===== src/can_frame_sensor_decoder_assert.svh =====
// Assertion macros shared by the CAN sensor decoder modules.
`ifndef CAN_FRAME_SENSOR_DECODER_ASSERT_SVH
`define CAN_FRAME_SENSOR_DECODER_ASSERT_SVH

// same-cycle implication
`define CFSD_ASSERT_IMPL(label, clk, rstn, ante, cons, msg) \
    label: assert property (@(posedge clk) disable iff (!rstn) (ante) |-> (cons)) \
        else $error(msg);

// next-cycle implication
`define CFSD_ASSERT_NEXT(label, clk, rstn, ante, cons, msg) \
    label: assert property (@(posedge clk) disable iff (!rstn) (ante) |=> (cons)) \
        else $error(msg);

`endif


===== src/cfsd_pkg.sv =====
// Shared types, frame codes and calibration tables for the CAN sensor decoder.
package cfsd_pkg;

    localparam int TABLE_POINTS = 39;
    localparam int IDX_W        = $clog2(TABLE_POINTS);
    localparam int RAW_W        = 16;
    localparam int TEMP_W       = 9;
    localparam int DY_W         = TEMP_W + 1;
    localparam int NUM_W        = RAW_W + DY_W;
    localparam int CNT_W        = $clog2(NUM_W);
    localparam int FIFO_DEPTH   = 2;

    localparam logic [10:0] ID_BRAKE  = 11'h100;
    localparam logic [10:0] ID_FLAGS  = 11'h101;
    localparam logic [10:0] ID_INVREG = 11'h103;
    localparam logic [7:0]  SUB_INV   = 8'h4A;
    localparam logic [7:0]  SUB_MOT   = 8'h49;

    localparam logic [1:0] KIND_BRAKE = 2'd0;
    localparam logic [1:0] KIND_FLAGS = 2'd1;
    localparam logic [1:0] KIND_INV   = 2'd2;
    localparam logic [1:0] KIND_MOT   = 2'd3;

    localparam logic [IDX_W-1:0] IDX_LAST = IDX_W'(TABLE_POINTS - 1);

    localparam logic [RAW_W-1:0] NTC_RAW [TABLE_POINTS] = '{
        16'd16245, 16'd16308, 16'd16387, 16'd16487, 16'd16609, 16'd16759, 16'd16938,
        16'd17151, 16'd17400, 16'd17688, 16'd18017, 16'd18387, 16'd18797, 16'd19247,
        16'd19733, 16'd20250, 16'd20793, 16'd21357, 16'd21933, 16'd22515, 16'd23097,
        16'd23671, 16'd24232, 16'd24775, 16'd25296, 16'd25792, 16'd26261, 16'd26702,
        16'd27114, 16'd27497, 16'd27851, 16'd28179, 16'd28480, 16'd28757, 16'd29011,
        16'd29243, 16'd29456, 16'd29650, 16'd29827
    };

    localparam logic [RAW_W-1:0] KTY_RAW [TABLE_POINTS] = '{
        16'd7414,  16'd7687,  16'd7962,  16'd8240,  16'd8520,  16'd8802,  16'd9085,
        16'd9369,  16'd9654,  16'd9939,  16'd10225, 16'd10510, 16'd10795, 16'd11080,
        16'd11364, 16'd11646, 16'd11927, 16'd12207, 16'd12485, 16'd12762, 16'd13036,
        16'd13308, 16'd13578, 16'd13846, 16'd14111, 16'd14373, 16'd14633, 16'd14890,
        16'd15144, 16'd15391, 16'd15628, 16'd15852, 16'd16061, 16'd16251, 16'd16421,
        16'd16569, 16'd16692, 16'd16789, 16'd16857
    };

    localparam logic signed [TEMP_W-1:0] DEG_C [TABLE_POINTS] = '{
        -9'sd35, -9'sd30, -9'sd25, -9'sd20, -9'sd15, -9'sd10, -9'sd5,  9'sd0,
         9'sd5,   9'sd10,  9'sd15,  9'sd20,  9'sd25,  9'sd30,  9'sd35, 9'sd40,
         9'sd45,  9'sd50,  9'sd55,  9'sd60,  9'sd65,  9'sd70,  9'sd75, 9'sd80,
         9'sd85,  9'sd90,  9'sd95,  9'sd100, 9'sd105, 9'sd110, 9'sd115, 9'sd120,
         9'sd125, 9'sd130, 9'sd135, 9'sd140, 9'sd145, 9'sd150, 9'sd155
    };

    localparam logic signed [TEMP_W-1:0] DEG_MIN = -9'sd35;
    localparam logic signed [TEMP_W-1:0] DEG_MAX = 9'sd155;

    typedef struct packed {
        logic [1:0]       kind;
        logic [7:0]       brake;
        logic             rtd;
        logic             cool;
        logic [RAW_W-1:0] raw;
    } job_t;

    function automatic logic [RAW_W-1:0] tab_raw(input logic motor,
                                                 input logic [IDX_W-1:0] idx);
        logic [IDX_W-1:0] i;
        i = (idx < IDX_W'(TABLE_POINTS)) ? idx : IDX_LAST;
        return motor ? KTY_RAW[i] : NTC_RAW[i];
    endfunction

    function automatic logic signed [TEMP_W-1:0] tab_deg(input logic [IDX_W-1:0] idx);
        logic [IDX_W-1:0] i;
        i = (idx < IDX_W'(TABLE_POINTS)) ? idx : IDX_LAST;
        return DEG_C[i];
    endfunction

endpackage


===== src/can_frame_sensor_decoder.sv =====
// With the engine idle, a kept frame is written into the queue and then popped by the engine in ST_IDLE;
// brake, flag and clamped readings go from there straight into the output registers, while
// interpolated readings pass the table search (one point per cycle), the multiply, the 26-step divider
// and ST_FIN before the output registers are loaded. Only one frame is in the engine at a time, and
// a new one is taken only after m_ready accepts the result; the two-entry queue takes frames ahead.
// Reset: synchronous active-low aresetn empties the queue and clears the output valid.
module can_frame_sensor_decoder (
    input  logic                              aclk,
    input  logic                              aresetn,
    input  logic                              s_valid,
    output logic                              s_ready,
    input  logic [10:0]                       s_frame_id,
    input  logic [7:0]                        s_data_byte0,
    input  logic [7:0]                        s_data_byte1,
    input  logic [7:0]                        s_data_byte2,
    input  logic [7:0]                        s_data_byte4,
    output logic                              m_valid,
    input  logic                              m_ready,
    output logic [1:0]                        m_update_kind,
    output logic [7:0]                        m_brake_value,
    output logic                              m_ready_to_drive,
    output logic                              m_cooling_request,
    output logic signed [cfsd_pkg::TEMP_W-1:0] m_temperature
);
    import cfsd_pkg::*;

    logic q_full;
    logic q_push;
    job_t q_in_job;
    logic q_pop;
    logic q_not_empty;
    job_t q_head_job;

    cfsd_front u_front (
        .s_valid      (s_valid),
        .s_ready      (s_ready),
        .s_frame_id   (s_frame_id),
        .s_data_byte0 (s_data_byte0),
        .s_data_byte1 (s_data_byte1),
        .s_data_byte2 (s_data_byte2),
        .s_data_byte4 (s_data_byte4),
        .q_full       (q_full),
        .q_push       (q_push),
        .q_job        (q_in_job)
    );

    cfsd_fifo u_fifo (
        .aclk      (aclk),
        .aresetn   (aresetn),
        .push      (q_push),
        .push_job  (q_in_job),
        .full      (q_full),
        .pop       (q_pop),
        .not_empty (q_not_empty),
        .head_job  (q_head_job)
    );

    cfsd_back u_back (
        .aclk              (aclk),
        .aresetn           (aresetn),
        .job_valid         (q_not_empty),
        .job               (q_head_job),
        .job_pop           (q_pop),
        .m_valid           (m_valid),
        .m_ready           (m_ready),
        .m_update_kind     (m_update_kind),
        .m_brake_value     (m_brake_value),
        .m_ready_to_drive  (m_ready_to_drive),
        .m_cooling_request (m_cooling_request),
        .m_temperature     (m_temperature)
    );

endmodule


===== src/cfsd_front.sv =====
// Front end: accept frames, classify them and build jobs for the queue.
module cfsd_front (
    input  logic              s_valid,
    output logic              s_ready,
    input  logic [10:0]       s_frame_id,
    input  logic [7:0]        s_data_byte0,
    input  logic [7:0]        s_data_byte1,
    input  logic [7:0]        s_data_byte2,
    input  logic [7:0]        s_data_byte4,
    input  logic              q_full,
    output logic              q_push,
    output cfsd_pkg::job_t    q_job
);
    import cfsd_pkg::*;

    logic keep;

    always_comb begin
        q_job     = '0;
        q_job.raw = {s_data_byte2, s_data_byte1};
        keep      = 1'b0;
        if (s_frame_id == ID_BRAKE) begin
            keep        = 1'b1;
            q_job.kind  = KIND_BRAKE;
            q_job.brake = s_data_byte4;
        end else if (s_frame_id == ID_FLAGS) begin
            keep       = 1'b1;
            q_job.kind = KIND_FLAGS;
            q_job.rtd  = s_data_byte1[5];
            q_job.cool = s_data_byte1[6];
        end else if (s_frame_id == ID_INVREG && s_data_byte0 == SUB_INV) begin
            keep       = 1'b1;
            q_job.kind = KIND_INV;
        end else if (s_frame_id == ID_INVREG && s_data_byte0 == SUB_MOT) begin
            keep       = 1'b1;
            q_job.kind = KIND_MOT;
        end
    end

    // drop frames that carry nothing of interest
    assign s_ready = !q_full;
    assign q_push  = s_valid && !q_full && keep;

endmodule


===== src/cfsd_fifo.sv =====
// Two-entry job queue between the front end and the conversion engine.
`include "can_frame_sensor_decoder_assert.svh"

module cfsd_fifo (
    input  logic           aclk,
    input  logic           aresetn,
    input  logic           push,
    input  cfsd_pkg::job_t push_job,
    output logic           full,
    input  logic           pop,
    output logic           not_empty,
    output cfsd_pkg::job_t head_job
);
    import cfsd_pkg::*;

    localparam int PTR_W = $clog2(FIFO_DEPTH);

    job_t                    entry_reg [FIFO_DEPTH];
    logic [PTR_W-1:0]        wr_ptr_reg;
    logic [PTR_W-1:0]        rd_ptr_reg;
    logic [$clog2(FIFO_DEPTH+1)-1:0] count_reg;

    assign full      = (count_reg == ($clog2(FIFO_DEPTH+1))'(FIFO_DEPTH));
    assign not_empty = (count_reg != '0);
    assign head_job  = entry_reg[rd_ptr_reg];

    always_ff @(posedge aclk) begin
        if (!aresetn) begin
            wr_ptr_reg <= '0;
            rd_ptr_reg <= '0;
            count_reg  <= '0;
        end else begin
            if (push) begin
                wr_ptr_reg <= wr_ptr_reg + 1'b1;
            end
            if (pop) begin
                rd_ptr_reg <= rd_ptr_reg + 1'b1;
            end
            if (push && !pop) begin
                count_reg <= count_reg + 1'b1;
            end else if (pop && !push) begin
                count_reg <= count_reg - 1'b1;
            end
        end
    end

    always_ff @(posedge aclk) begin
        if (push) begin
            entry_reg[wr_ptr_reg] <= push_job;
        end
    end

    `CFSD_ASSERT_IMPL(a_no_overflow, aclk, aresetn, push, !full, "push into full queue")
    `CFSD_ASSERT_IMPL(a_no_underflow, aclk, aresetn, pop, not_empty, "pop from empty queue")
    `CFSD_ASSERT_NEXT(a_count_track, aclk, aresetn, push && !pop, count_reg == $past(count_reg) + 1'b1, "queue count lost a push")

endmodule


===== src/cfsd_back.sv =====
// Back end: table search, multiply and restoring divide for the temperature conversion.
`include "can_frame_sensor_decoder_assert.svh"

module cfsd_back (
    input  logic                              aclk,
    input  logic                              aresetn,
    input  logic                              job_valid,
    input  cfsd_pkg::job_t                    job,
    output logic                              job_pop,
    output logic                              m_valid,
    input  logic                              m_ready,
    output logic [1:0]                        m_update_kind,
    output logic [7:0]                        m_brake_value,
    output logic                              m_ready_to_drive,
    output logic                              m_cooling_request,
    output logic signed [cfsd_pkg::TEMP_W-1:0] m_temperature
);
    import cfsd_pkg::*;

    localparam int SUM_W = DY_W + 1;

    typedef enum logic [2:0] {
        ST_IDLE,
        ST_SEARCH,
        ST_MUL,
        ST_DIV,
        ST_FIN,
        ST_OUT
    } state_t;

    state_t                   state_reg;
    logic                     m_valid_reg;
    logic [1:0]               kind_reg;
    logic [7:0]               brake_reg;
    logic                     rtd_reg;
    logic                     cool_reg;
    logic [RAW_W-1:0]         raw_reg;
    logic [IDX_W-1:0]         idx_reg;
    logic [RAW_W-1:0]         dx_reg;
    logic [RAW_W-1:0]         den_reg;
    logic signed [DY_W-1:0]   dy_reg;
    logic signed [TEMP_W-1:0] y0_reg;
    logic [NUM_W-1:0]         num_reg;
    logic [RAW_W-1:0]         rem_reg;
    logic [CNT_W-1:0]         cnt_reg;
    logic                     neg_reg;
    logic signed [TEMP_W-1:0] temp_reg;

    logic                     job_motor;
    logic [RAW_W-1:0]         x_first;
    logic [RAW_W-1:0]         x_last;
    logic                     motor;
    logic [IDX_W-1:0]         idx_hi;
    logic [RAW_W-1:0]         x_lo;
    logic [RAW_W-1:0]         x_hi;
    logic signed [DY_W-1:0]   dy_seg;
    logic [DY_W-1:0]          dy_mag;
    logic [NUM_W-1:0]         prod;
    logic [RAW_W:0]           rem_sh;
    logic                     fits;
    logic [RAW_W-1:0]         rem_new;
    logic signed [SUM_W-1:0]  q_signed;
    logic signed [SUM_W-1:0]  sum;

    assign job_motor = (job.kind == KIND_MOT);
    assign x_first   = tab_raw(job_motor, '0);
    assign x_last    = tab_raw(job_motor, IDX_LAST);

    assign motor  = (kind_reg == KIND_MOT);
    assign idx_hi = idx_reg + 1'b1;
    assign x_lo   = tab_raw(motor, idx_reg);
    assign x_hi   = tab_raw(motor, idx_hi);
    assign dy_seg = DY_W'(tab_deg(idx_hi)) - DY_W'(tab_deg(idx_reg));

    assign dy_mag = dy_reg[DY_W-1] ? DY_W'(-dy_reg) : DY_W'(dy_reg);
    assign prod   = NUM_W'(dx_reg) * NUM_W'(dy_mag);

    assign rem_sh  = {rem_reg, num_reg[NUM_W-1]};
    assign fits    = (rem_sh >= {1'b0, den_reg});
    assign rem_new = fits ? RAW_W'(rem_sh - {1'b0, den_reg}) : rem_sh[RAW_W-1:0];

    assign q_signed = neg_reg ? -$signed({1'b0, num_reg[DY_W-1:0]})
                              : $signed({1'b0, num_reg[DY_W-1:0]});
    assign sum      = SUM_W'(y0_reg) + q_signed;

    assign job_pop = (state_reg == ST_IDLE) && job_valid;

    always_ff @(posedge aclk) begin
        if (!aresetn) begin
            state_reg   <= ST_IDLE;
            m_valid_reg <= 1'b0;
        end else begin
            case (state_reg)
                ST_IDLE: begin
                    if (job_valid) begin
                        kind_reg  <= job.kind;
                        brake_reg <= job.brake;
                        rtd_reg   <= job.rtd;
                        cool_reg  <= job.cool;
                        raw_reg   <= job.raw;
                        idx_reg   <= '0;
                        if (job.kind == KIND_BRAKE || job.kind == KIND_FLAGS) begin
                            temp_reg    <= '0;
                            m_valid_reg <= 1'b1;
                            state_reg   <= ST_OUT;
                        end else if (job.raw <= x_first) begin
                            temp_reg    <= tab_deg('0);
                            m_valid_reg <= 1'b1;
                            state_reg   <= ST_OUT;
                        end else if (job.raw >= x_last) begin
                            temp_reg    <= tab_deg(IDX_LAST);
                            m_valid_reg <= 1'b1;
                            state_reg   <= ST_OUT;
                        end else begin
                            state_reg <= ST_SEARCH;
                        end
                    end
                end
                ST_SEARCH: begin
                    if (raw_reg <= x_hi) begin
                        dx_reg    <= raw_reg - x_lo;
                        den_reg   <= x_hi - x_lo;
                        y0_reg    <= tab_deg(idx_reg);
                        dy_reg    <= dy_seg;
                        state_reg <= ST_MUL;
                    end else begin
                        idx_reg <= idx_hi;
                    end
                end
                ST_MUL: begin
                    num_reg   <= prod;
                    neg_reg   <= dy_reg[DY_W-1];
                    rem_reg   <= '0;
                    cnt_reg   <= CNT_W'(NUM_W - 1);
                    state_reg <= ST_DIV;
                end
                ST_DIV: begin
                    rem_reg <= rem_new;
                    num_reg <= {num_reg[NUM_W-2:0], fits};
                    cnt_reg <= cnt_reg - 1'b1;
                    if (cnt_reg == '0) begin
                        state_reg <= ST_FIN;
                    end
                end
                ST_FIN: begin
                    temp_reg    <= sum[TEMP_W-1:0];
                    m_valid_reg <= 1'b1;
                    state_reg   <= ST_OUT;
                end
                ST_OUT: begin
                    if (m_ready) begin
                        m_valid_reg <= 1'b0;
                        state_reg   <= ST_IDLE;
                    end
                end
                default: begin
                    m_valid_reg <= 1'b0;
                    state_reg   <= ST_IDLE;
                end
            endcase
        end
    end

    assign m_valid           = m_valid_reg;
    assign m_update_kind     = kind_reg;
    assign m_brake_value     = brake_reg;
    assign m_ready_to_drive  = rtd_reg;
    assign m_cooling_request = cool_reg;
    assign m_temperature     = temp_reg;

    `CFSD_ASSERT_IMPL(a_pop_when_idle, aclk, aresetn, job_pop, !m_valid_reg, "job taken while result pending")
    `CFSD_ASSERT_IMPL(a_valid_in_out, aclk, aresetn, m_valid_reg, state_reg == ST_OUT, "result valid outside output state")
    `CFSD_ASSERT_IMPL(a_rem_below_den, aclk, aresetn, state_reg == ST_DIV, rem_reg < den_reg, "divider remainder out of range")
    `CFSD_ASSERT_IMPL(a_temp_range, aclk, aresetn, m_valid_reg && (kind_reg == KIND_INV || kind_reg == KIND_MOT), temp_reg >= DEG_MIN && temp_reg <= DEG_MAX, "temperature outside table range")

endmodule

===== config.mk =====
export PLATFORM = sky130hd
export DESIGN_NAME = can_frame_sensor_decoder
export DESIGN_NICKNAME = d
export VERILOG_FILES = /design/src/cfsd_pkg.sv /design/src/can_frame_sensor_decoder.sv /design/src/cfsd_front.sv /design/src/cfsd_fifo.sv /design/src/cfsd_back.sv
export VERILOG_INCLUDE_DIRS = /design/src /design/src/src
export SDC_FILE = /design/constraint.sdc
export NUM_CORES = 1
export LEC_CHECK = 0
export BUFFER_PORTS_ARGS = -buffer_cell sky130_fd_sc_hd__buf_2
export CAP_MARGIN = 20
export CORE_MARGIN = 2
export CORE_UTILIZATION = 35
export DETAILED_ROUTE_END_ITERATION = 16
export PLACE_DENSITY = 0.46
export SYNTH_ARGS = -nofsm -noshare
export SYNTH_HDL_FRONTEND = slang
export SYNTH_HIERARCHICAL = 1
export SYNTH_SLANG_ARGS = --single-unit

===== constraint.sdc =====
create_clock -name aclk -period 9.9 [get_ports aclk]
set_clock_uncertainty 0.05 [all_clocks]
set_input_delay 1.98 -clock aclk [delete_from_list [all_inputs] [get_ports aclk]]
set_output_delay 1.98 -clock aclk [all_outputs]
set_load 0.01 [all_outputs]

Yosys cells after proc, flatten, opt, wreduce, memory -nomap -nowiden --
Memory sizes are Yosys's and may differ from the RTL's. A register that Yosys moved wholly into a read port is not among the register bits. Cells that the tools add are included.
Word-level totals: bits of input ports 47, register bits after elaboration 150, logic and storage cells 163, memory bits (writable) 56, bits in read-only memories 5248, memories 7, output and inout port bits 23
Memory list:
- (no name shown) | words 64, bits a word 16, rd ports 1, clocked after memory_dff 0, wr ports 0, RTL line cfsd_pkg.sv:67 | return motor ? KTY_RAW[i] : NTC_RAW[i];
- (no name shown) | words 64, bits a word 16, rd ports 1, clocked after memory_dff 0, wr ports 0, RTL line cfsd_pkg.sv:67
- (no name shown) | words 64, bits a word 16, rd ports 1, clocked after memory_dff 0, wr ports 0, RTL line cfsd_pkg.sv:67
- (no name shown) | words 64, bits a word 16, rd ports 1, clocked after memory_dff 0, wr ports 0, RTL line cfsd_pkg.sv:67
- (no name shown) | words 64, bits a word 9, rd ports 1, clocked after memory_dff 0, wr ports 0, RTL line cfsd_pkg.sv:73 | return DEG_C[i];
- (no name shown) | words 64, bits a word 9, rd ports 1, clocked after memory_dff 0, wr ports 0, RTL line cfsd_pkg.sv:73
- 1 more memories
Cells by class: equal/unequal tests 20, magnitude comparators 8, reduce and logical (&&, ||, !) cells 28, multiply operators 1, muxes and demuxes 63, add/sub/neg operators 13, bitwise operators 3
Operators with widths (number):
- $mux W16 | 11
- $mux W9 | 9
- $pmux W26 S2 | 1
- $sub A16 B16 Y16 | 3
- $eq A11 B9 Y1 const B | 3
- $le A16 B16 Y1 | 2
- $pmux W16 S2 | 1
- $mux W14 | 2
- $mul A16 B10 Y26 | 1
- $mux W6 | 4
- $mux W3 | 7
- $pmux W3 S6 | 1
- $pmux W9 S2 | 1
- $ge A17 B16 Y1 | 1
- $eq A8 B7 Y1 const B | 2
- $ge A16 B16 Y1 | 1
- $mux W2 | 8
- $reduce_and A4 Y1 | 4
- $ge A7 B7 Y1 const B | 2
- $not A6 Y7 | 2
- $mux W1 | 13
- $lt A6 B6 Y1 const B | 2
- $pmux W6 S2 | 1
- $mux W10 | 1
- other kinds (31) | 53

Logic depth before layout (Yosys ltp) --
Gate-level depths: netlist (run 1).
word-level depth 11, mapped depth 26, depth with buffers taken out 25

Cells and area by module --
Netlist (run 1), hierarchy kept.
By module, submodules not included:
- cfsd_back | instances 1, area each 18375.1 µm², cells an instance 2177, seq. area each 4344.2 µm²
- cfsd_fifo | instances 1, area each 2245.9 µm², cells an instance 109, seq. area each 1781.7 µm²
- cfsd_front | instances 1, area each 335.3 µm², cells an instance 45, seq. area each 0.0 µm²

Least setup slack after synthesis (run 1) --
Ideal clock, no wire load.
kind reg-to-reg, from register u_back.idx_reg[1], to register u_back.den_reg[0] (enable), path buffers 2, path slack 1030 ps, setup time 533 ps, period minus slack after synthesis 8870 ps, data arrival time 8287 ps, required time 9317 ps, cell stages (with the launch flop) 22, path through edfxtp_1 > ha_1 > clkbuf_2 > xor2_1 > nand2_1 > nand2_1 > a21bo_2 > inv_1 > ha_1 > clkbuf_1 > nor3_1 > o21ai_0 > a221o_1 > a21oi_1 > a211oi_1 > ha_1 > a21o_1 > a21oi_1 > a21oi_1 > a2111oi_0 > a21oi_1 > nor3b_1
Between the ends: cells in the longest elaborated chain, start to end 10, elaborated cells on any way between the ends 13, classes of those cells 1 x add/sub; 2 x order compare; 6 x mux; 1 x bitwise; 1 x reduce/logical; 2 x memory
Ends and longest elaborated chain:
- start, declared | RTL line cfsd_back.sv:38 | logic [IDX_W-1:0] idx_reg;
- start signal, assigned | RTL line cfsd_back.sv:127 | idx_reg <= idx_hi;
- $add A6 B1 Y6 (*) | RTL line cfsd_back.sv:70 | assign idx_hi = idx_reg + 1'b1;
- $lt A6 B6 Y1 | RTL line cfsd_pkg.sv:66 | i = (idx < IDX_W'(TABLE_POINTS)) ? idx : IDX_LAST;
- $mux W6 (*) | RTL line cfsd_pkg.sv:66
- $not A6 Y7 (not written as such) (*) | RTL line cfsd_pkg.sv:67
- $mem_v2 Z64 W16
- $mux W16 (not written as such) (2 in series) | RTL line cfsd_pkg.sv:67
- $mux W16 (*) | RTL line cfsd_pkg.sv:67
- $le A16 B16 Y1 (*) | RTL line cfsd_back.sv:120 | if (raw_reg <= x_hi) begin
- $reduce_and A3 Y1 (no source line) (*)
- end signal, assigned | RTL line cfsd_back.sv:122 | den_reg <= x_hi - x_lo;
- end, declared | RTL line cfsd_back.sv:40 | logic [RAW_W-1:0] den_reg;
Every way passes the cells marked *; elsewhere a longest branch is shown, timed or not. The select of a mux whose other input is x is not followed. A chain may end at the register's enable or synchronous reset.

Worst setup path in the final report (run 1) --
from register u_back.dy_reg[0], to register u_back.num_reg[17] (data pin)
Between the ends: cells in the longest elaborated chain, start to end 4
Ends and longest elaborated chain:
- start, declared | RTL line cfsd_back.sv:41 | logic signed [DY_W-1:0] dy_reg;
- start signal, assigned | RTL line cfsd_back.sv:124 | dy_reg <= dy_seg;
- $neg A10 Y10 | RTL line cfsd_back.sv:75 | assign dy_mag = dy_reg[DY_W-1] ? DY_W'(-dy_reg) : DY_W'(dy_reg);
- $mux W10 (*) | RTL line cfsd_back.sv:75
- $mul A16 B10 Y26 (*) | RTL line cfsd_back.sv:76 | assign prod = NUM_W'(dx_reg) * NUM_W'(dy_mag);
- $pmux W26 S2 (*) | RTL line cfsd_back.sv:93 | case (state_reg)
- end signal, assigned | RTL line cfsd_back.sv:131 | num_reg <= prod;
- end signal, assigned | RTL line cfsd_back.sv:139 | num_reg <= {num_reg[NUM_W-2:0], fits};
- end, declared | RTL line cfsd_back.sv:43 | logic [NUM_W-1:0] num_reg;
Every way passes the cells marked *; elsewhere a longest branch is shown, timed or not.

==> results.txt, run 1 <==
----------------------------------------------------
[Status]
  Violated checks ... design-rule violations
  Outcome ... complete, but fails checks

[Pwr]
  Power dissipated by switching net loads ... 4.19 mW
  Flop pwr share ... 16.6%
  Power density over the cells ... 377 mW/mm²
  Switching share of power ... 48.9%
  Int Power ... 4.38 mW
  Clock Power Share ... 10.4%
  Combinational Power Share ... 72.9%
  Power Total ... 8.57 mW
  Max VDD drop ... 0.278 mV
  Lkg Pwr ... 9.38 nW

[GRT]
  Aggregate global-route resource usage ... 21.3%
  Largest net degree at the start of global routing ... 52
  Antenna violations before repair ... 0
  Via count of the first global-routing pass ... 17.6k
  Residual overflow from global routing ... 0
  Global-route wire length before repair ... 104 mm

[Synthesis]
  Portion of netlist area occupied by mux cells ... 2.39%
  Adder and majority gate portion of the synthesized area ... 22.4%
  Synthesized netlist cell count ... 2,331
  Main combinational cell family by area after synthesis ... adder cells
  Compound-cell area share of the yosys netlist ... 18.1%
  Area of the mapped netlist ... 0.0210 mm²
  Average footprint of a synthesized cell ... 8.99 µm²
  Number of synthesized register bits ... 207
  Yosys Warn Count ... 6
  Post-Synth Simple-Gate Area ... 16.9%
  Primary FF master, synth ... sky130_fd_sc_hd__edfxtp_1
  Post-synthesis cell type count ... 88
  EDFF count, synth ... 198
  Async set-or-reset flop fraction in the synthesized netlist ... 0%
  Sequential element share of the synthesized area ... 29.2%
  XOR/XNOR share of the synthesized area ... 4.01%
  Post-synth net total ... 2,684

[Flow run]
  # Max-Cap Violations ... 0

[Critical path]
  Critical Path Sink Type ... register
  Largest fanout of any net on the critical path ... 17
  Cell type with the highest occurrence count on the critical path ... sky130_fd_sc_hd__inv_1
  Type of element launching the critical path ... register
  Worst path required time ... 10,110 ps
  Slowest cell on the critical path ... sky130_fd_sc_hd__edfxtp_1
  Worst path arrival time ... 7210 ps
  Cell type group with the largest total delay on the critical path ... adder cells
  Highest cell delay on the worst timing path ... 690 ps
  Worst path bufs/invs ... 7
  Kind of critical path ... register to register

[Floorplanning]
  Floorplan die area ... 0.0618 mm²
  Die width ... 249 µm
  Core Rows ... 89
  Starting Density ... 35.4%
  Die boundary height ... 249 µm
  CORE AREA ... 0.0591 mm²
  I/O pin count ... 70

[Final layout]
  Share of layout cells above drive strength 1 ... 9.11%
  Final net count ... 2,674
  N_diodes ... 0
  Max reg flops ... 56
  Final standard cell count with taps included and fillers excluded ... 3,111
  Area Growth Syn to Fin ... 8.48%

[Timing]
  Remaining max-slew budget at the tightest pin ... 24.8%
  Max frequency ... 0.143 GHz
  Tightest Pin Transition ... 1130 ps
  Number of hold violations in the final report ... 0
  Final worst-path setup slack ... 2910 ps
  RSZ-0062 raised after global routing ... false
  Max Slew Vio Count ... 0
  Final cycle utilization of the critical path ... 70.7%
  Setup violators final ... 0
  Smallest hold slack ... 465 ps
  Min Clock Period, post-route ... 6990 ps
  Sum Neg Setup Slack ... 0 ps

[Clock tree]
  Cell at the root of the clock tree ... sky130_fd_sc_hd__clkbuf_16
  Post-CTS setup buffer count ... 0
  Worst-Skew Late Latency ... 520 ps
  Clock Path Buffers ... 3
  Count of instances resized after the clock tree is built ... 0
  Number of levels in the clock H-tree ... 1
  Total number of clock tree sinks ... 207
  CTS tree ... built
  CTS Buf Count ... 24
  Count of hold-fix buffers inserted at cts ... 0
  Post-CTS clock slew at the launch and capture registers of the worst setup and hold paths ... 70 ps

[Route]
  Via density per instance ... 5.63
  Routed wire length ... 66.3 mm
  First DRT Iteration DRCs ... 1,448
  Remaining routing DRC violations ... 2
  Number of nets still failing antenna checks after routing ... 0
  Vias ... 17.5k
  Detail-routed net length per standard cell ... 21.3 µm
  Number of optimization iterations in the first detailed-route pass ... 12

[Place]
  GP Congestion ... 0.893
  Worst setup timing slack at the placement stage ... 2910 ps
  Post-Place Cells ... 3,068
  IO buf count ... 69
  Post-DP HPWL ... 49.8 mm

[Worst hold path]
  Classification of the worst-slack hold path ... register to register

----------------------------------------------------
[routing by layer]
layer / global-route usage (%) / up-vias / part of all wire [%]
met3: 2.13 / 117 / 5.0
met1: 29.1 / 8611 / 45
met4: 5.68 / 0 / 3.0
met5: 0 / - / 0
met2: 36.2 / 574 / 47
li1: - / 8212 / -
[tightest hold or removal path, delay by kind of cell, from the launching register on]
| kind | cells | cell delay [ps] |
|---|---|---|
| flip-flops | 1 | 330 |
| AO/OA/AOI/OAI | 2 | 140 |
[cells by family after synthesis]
group | count (synthesis)
xor gates and xnor gates | 96
adders and majority gates | 306
and+or+nand+nor | 742
muxes | 45
buffers and inverters | 360
DFF | 207
AOI/OAI and AO/OA | 575
[worst paths after layout]
| path | cells after the start | start | slack (ps) | end |
|---|---|---|---|---|
| worst min register to register | 2 | u_fifo/count_reg[1] | 460 | u_fifo/count_reg[1] |
| worst max register to register | 25 | u_back/dy_reg[0] | 2910 | u_back/num_reg[17] |
| worst min-delay path | 2 | u_fifo/count_reg[1] | 460 | u_fifo/count_reg[1] |
| worst max-delay path | 25 | u_back/dy_reg[0] | 2910 | u_back/num_reg[17] |
[cells in the final DEF, fill, tap and decap left out, types with 71 or more instances in the layout]
cell                         n
sky130_fd_sc_hd__a21oi_1   132
sky130_fd_sc_hd__ha_1      191
sky130_fd_sc_hd__and2_1     97
sky130_fd_sc_hd__fa_1      115
sky130_fd_sc_hd__nor2_1    178
sky130_fd_sc_hd__xnor2_1    71
sky130_fd_sc_hd__nand2_1   238
sky130_fd_sc_hd__edfxtp_1  198
sky130_fd_sc_hd__o21ai_0   139
sky130_fd_sc_hd__inv_1     213
[cell usage after synthesis (all sizes together), types with 7 or more instances]
| cell | number | area share (%) |
|---|---|---|
| nand2 | 238 | 4.3 |
| a31oi | 32 | 0.96 |
| o31ai | 16 | 0.60 |
| a211oi | 32 | 1.2 |
| and3 | 18 | 0.54 |
| a2111oi | 7 | 0.32 |
| buf | 57 | 1.6 |
| a21o | 30 | 1.1 |
| a221oi | 9 | 0.38 |
| o311ai | 12 | 0.50 |
| a31o | 8 | 0.33 |
| a21oi | 134 | 3.3 |
| inv | 214 | 3.8 |
| nand4 | 13 | 0.39 |
| and2 | 97 | 2.9 |
| xnor2 | 72 | 3.0 |
| o221ai | 9 | 0.38 |
| a21boi | 9 | 0.32 |
| mux2i | 13 | 0.62 |
| a311o | 7 | 0.33 |
| dfxtp | 9 | 0.86 |
| nor3 | 58 | 1.4 |
| o21ai | 143 | 3.4 |
| a311oi | 11 | 0.46 |
| clkbuf | 88 | 1.6 |
| ha | 191 | 11 |
| o21bai | 9 | 0.32 |
| nor2 | 180 | 3.2 |
| fa | 115 | 11 |
| xor2 | 24 | 1.0 |
| mux2 | 31 | 1.7 |
| o22ai | 14 | 0.42 |
| nor2b | 16 | 0.48 |
| or3 | 20 | 0.60 |
| o211ai | 21 | 0.82 |
| or2 | 9 | 0.27 |
| edfxtp | 198 | 28 |
| nand2b | 19 | 0.57 |
| nand3 | 50 | 1.3 |
| o21a | 17 | 0.61 |
[power by group through the flow]
stage | Combinational, mW | Clock [mW] | Sequential [mW]
final | 6.25 | 0.896 | 1.43
after global routing | 7.07 | 0.955 | 1.44
after CTS | 6.32 | 0.924 | 1.43
after detailed placement | 6.27 | 0 | 1.45
after global placement | 6.28 | 0 | 1.45
after floorplan | 4.61 | 0 | 1.39
[per-stage QoR]
step,util (%),instance area (µm²)
final,38.4,22700
after global routing,38.4,22700
after CTS,38.4,22700
after detailed placement,37.1,21900
after global placement,37.1,21900
after floorplan,-,21000
[final cells by class]
type,count,area (µm²)
clock inverters,9,128
inverters,215,807
multi-input cells,1764,13400
repair buffers,109,646
flip-flops and latches,207,6130
clock buffers,34,659
well taps,773,967
fillers,6036,36400
Note: power is estimated with default switching activity, not from simulation.
==> run 2, diff against run 1 <==
Clock period 9.9 ns to 7.1 ns, I/O delays scaled along.
==> run 2 against run 1 <==
The flow still finishes with violations (design-rule violations). Worst setup slack worse by 2500 ps. Global-route usage down 0.14 points. Clock power up 57%. Largest cell class unchanged. Largest power group unchanged. Highest routed layer unchanged.
==> results.txt, run 2 (synthesis gave the netlist of run 1 again) <==
----------------------------------------------------
[GRT]
  Global-route wire length before repair ... 104 mm (-0.59%)
  Largest net degree at the start of global routing ... 52 (unchanged)
  Via count of the first global-routing pass ... 17.2k (-2.0%)
  Residual overflow from global routing ... 0 (unchanged)
  Antenna violations before repair ... 1 (+1)
  Aggregate global-route resource usage ... 21.2% (-0.14 points)

[Timing]
  Remaining max-slew budget at the tightest pin ... 33.4% (+8.6 points)
  Number of hold violations in the final report ... 0 (unchanged)
  RSZ-0062 raised after global routing ... false
  Final worst-path setup slack ... 453 ps (-2450 ps)
  Smallest hold slack ... 435 ps (-29.3 ps)
  Max Slew Vio Count ... 0 (unchanged)
  Tightest Pin Transition ... 992 ps (-133 ps)
  Final cycle utilization of the critical path ... 93.6% (+23 points)
  Min Clock Period, post-route ... 6650 ps (-347 ps)
  Max frequency ... 0.150 GHz (+5.2%)
  Setup violators final ... 0 (unchanged)
  Sum Neg Setup Slack ... 0 ps (unchanged)

[Route]
  Routed wire length ... 65.8 mm (-0.67%)
  Number of optimization iterations in the first detailed-route pass ... 12 (unchanged)
  Detail-routed net length per standard cell ... 20.9 µm (-2.0%)
  Remaining routing DRC violations ... 1 (-1)
  Via density per instance ... 5.48 (-2.6%)
  Number of nets still failing antenna checks after routing ... 0 (unchanged)
  First DRT Iteration DRCs ... 1,438 (-0.69%)
  Vias ... 17.3k (-1.4%)

[Critical path]
  Type of element launching the critical path ... register
  Launching point of the worst reg2reg path ... u_back/dy_reg[3]
  Worst R2R Path Depth ... 22 (-12%)
  Critical Path Sink Type ... register
  Largest fanout of any net on the critical path ... 12 (-5)
  Worst path required time ... 7320 ps (-2790 ps)
  Kind of critical path ... register to register
  Worst path arrival time ... 6870 ps (-340 ps)
  Capturing point of the worst reg2reg path ... u_back/num_reg[25]
  Reg2reg setup slack ... 450 ps (-2450 ps)

[Place]
  GP Congestion ... 0.894 (about the same)
  IO buf count ... 69 (unchanged)
  Post-DP HPWL ... 51.2 mm (+2.7%)
  Worst setup timing slack at the placement stage ... 335 ps (-2580 ps)

[Final layout]
  Max reg flops ... 56 (unchanged)
  Share of layout cells above drive strength 1 ... 11.0% (+1.9 points)
  Final core utilization ... 39.2% (+0.73 points)
  Final net count ... 2,713 (+1.5%)
  N_diodes ... 0 (unchanged)
  Leading cell type in the layout, fill and taps excluded ... sky130_fd_sc_hd__nand2_1
  Top library cells by usage in the layout, fill and taps aside ... sky130_fd_sc_hd__nand2_1 (238), sky130_fd_sc_hd__inv_1 (213), sky130_fd_sc_hd__edfxtp_1 (198)
  Area Growth Syn to Fin ... 10.5%

[Clock tree]
  CTS Buf Count ... 26 (+8.3%)
  Total number of clock tree sinks ... 207 (unchanged)
  Post-CTS clock slew at the launch and capture registers of the worst setup and hold paths ... 60 ps (about the same)
  Count of hold-fix buffers inserted at cts ... 0 (unchanged)
  Worst-Skew Late Latency ... 540 ps (+20 ps)
  Clock Path Buffers ... 3 (unchanged)
  Number of levels in the clock H-tree ... 1 (unchanged)
  CTS tree ... built
  Cell at the root of the clock tree ... sky130_fd_sc_hd__clkbuf_16

[Floorplanning]
  Core Rows ... 89 (unchanged)
  Floorplan die area ... 0.0618 mm² (unchanged)
  Die width ... 249 µm (unchanged)
  I/O pin count ... 70 (unchanged)
  Starting Density ... 35.4% (unchanged)
  Die boundary height ... 249 µm (unchanged)
  CORE AREA ... 0.0591 mm² (unchanged)

[Pwr]
  Power density over the cells ... 520 mW/mm² (+38%)
  Max VDD drop ... 0.325 mV (+17%)
  Power Total ... 12.0 mW (+41%)
  Lkg Pwr ... 9.64 nW (+2.8%)

[Status]
  Violated checks ... design-rule violations
  Outcome ... complete, but fails checks

[Flow run]
  # Max-Cap Violations ... 0 (unchanged)

[Worst hold path]
  Worst Hold Depth ... 2 (unchanged)
  Worst Min Path Start ... u_back/m_valid
  Hold Path End ... u_back/m_valid
  Classification of the worst-slack hold path ... register to register

----------------------------------------------------
-- run 2: cell count changes in the layout (fill, tap and decap cells not counted), moves of 2 or more --
cell / previous run / this run
sky130_fd_sc_hd__clkinv_1: 3 / 1
sky130_fd_sc_hd__clkbuf_8: 0 / 4
sky130_fd_sc_hd__clkinv_4: 1 / 3
sky130_fd_sc_hd__buf_4: 40 / 74
sky130_fd_sc_hd__clkbuf_1: 9 / 5
sky130_fd_sc_hd__clkbuf_16: 25 / 27
sky130_fd_sc_hd__clkinv_2: 1 / 4
-- run 2: final cells by class --
cell class,instances,area (µm²)
multi-input cells,1764,13400
flip-flops and latches,207,6130
clock inverters,11,166
repair buffers,146,937
fillers,6004,36000
inverters,215,807
clock buffers,36,749
well taps,773,967
-- run 2: how the worst max path moves through the flow --
stage | start | endpoint | cells past startpoint
2_1_floorplan | u_back/idx_reg[1] | u_back/den_reg[0] | 21
3_3_place_gp | u_back/dy_reg[3] | u_back/num_reg[17] | 22
3_5_place_dp | u_back/dy_reg[3] | u_back/num_reg[20] | 21
4_1_cts | u_back/dy_reg[3] | u_back/num_reg[20] | 21
5_1_grt | u_back/dy_reg[3] | u_back/num_reg[23] | 24
6_report | u_back/dy_reg[3] | u_back/num_reg[25] | 22
-- run 2: worst max-delay path: stages (launching register included) --
cell,delay (ps)
sky130_fd_sc_hd__edfxtp_1,450
sky130_fd_sc_hd__nor4_2,320
sky130_fd_sc_hd__inv_1,90
sky130_fd_sc_hd__nor3_1,210
sky130_fd_sc_hd__nor4b_2,460
sky130_fd_sc_hd__buf_4,280
sky130_fd_sc_hd__and2_1,170
sky130_fd_sc_hd__fa_1,430
sky130_fd_sc_hd__fa_1,520
sky130_fd_sc_hd__fa_1,530
sky130_fd_sc_hd__fa_1,550
sky130_fd_sc_hd__inv_1,60
sky130_fd_sc_hd__fa_1,530
sky130_fd_sc_hd__inv_1,40
sky130_fd_sc_hd__ha_1,370
sky130_fd_sc_hd__a21o_1,220
sky130_fd_sc_hd__a21oi_1,190
sky130_fd_sc_hd__a21bo_2,170
sky130_fd_sc_hd__o2111a_1,230
sky130_fd_sc_hd__o21ai_0,90
sky130_fd_sc_hd__a31oi_1,210
sky130_fd_sc_hd__xnor2_1,130
sky130_fd_sc_hd__o21ai_0,80
-- run 2: timing repair --
item	in CTS	in global routing
setup buffers	0	0
resized for setup	0	3
setup endpoints to repair	0	6
-- run 2: per-layer routing --
metal  track usage, %  up-vias  wire length [µm]
li1                 -     8287                 -
met1             29.2     8395             29700
met2             35.9      507             31200
met3             2.23       87              3220
met4             4.85        0              1700
met5                0        -                 0
-- run 2: power by group --
group	internal [mW]	switching, mW	total (mW)	leakage (nW)
logic	3.51	5.16	8.66	7.39
clock network	0.881	0.528	1.41	0.452
registers	1.86	0.114	1.97	1.80
total	6.25	5.80	12.0	9.64
-- run 2: through the flow --
stage	instance area, µm²	cells
2_1_floorplan	21000	2331
3_3_place_gp	22200	3103
3_5_place_dp	22200	3105
4_1_cts	23200	3152
5_1_grt	23200	3152
6_report	23200	3152
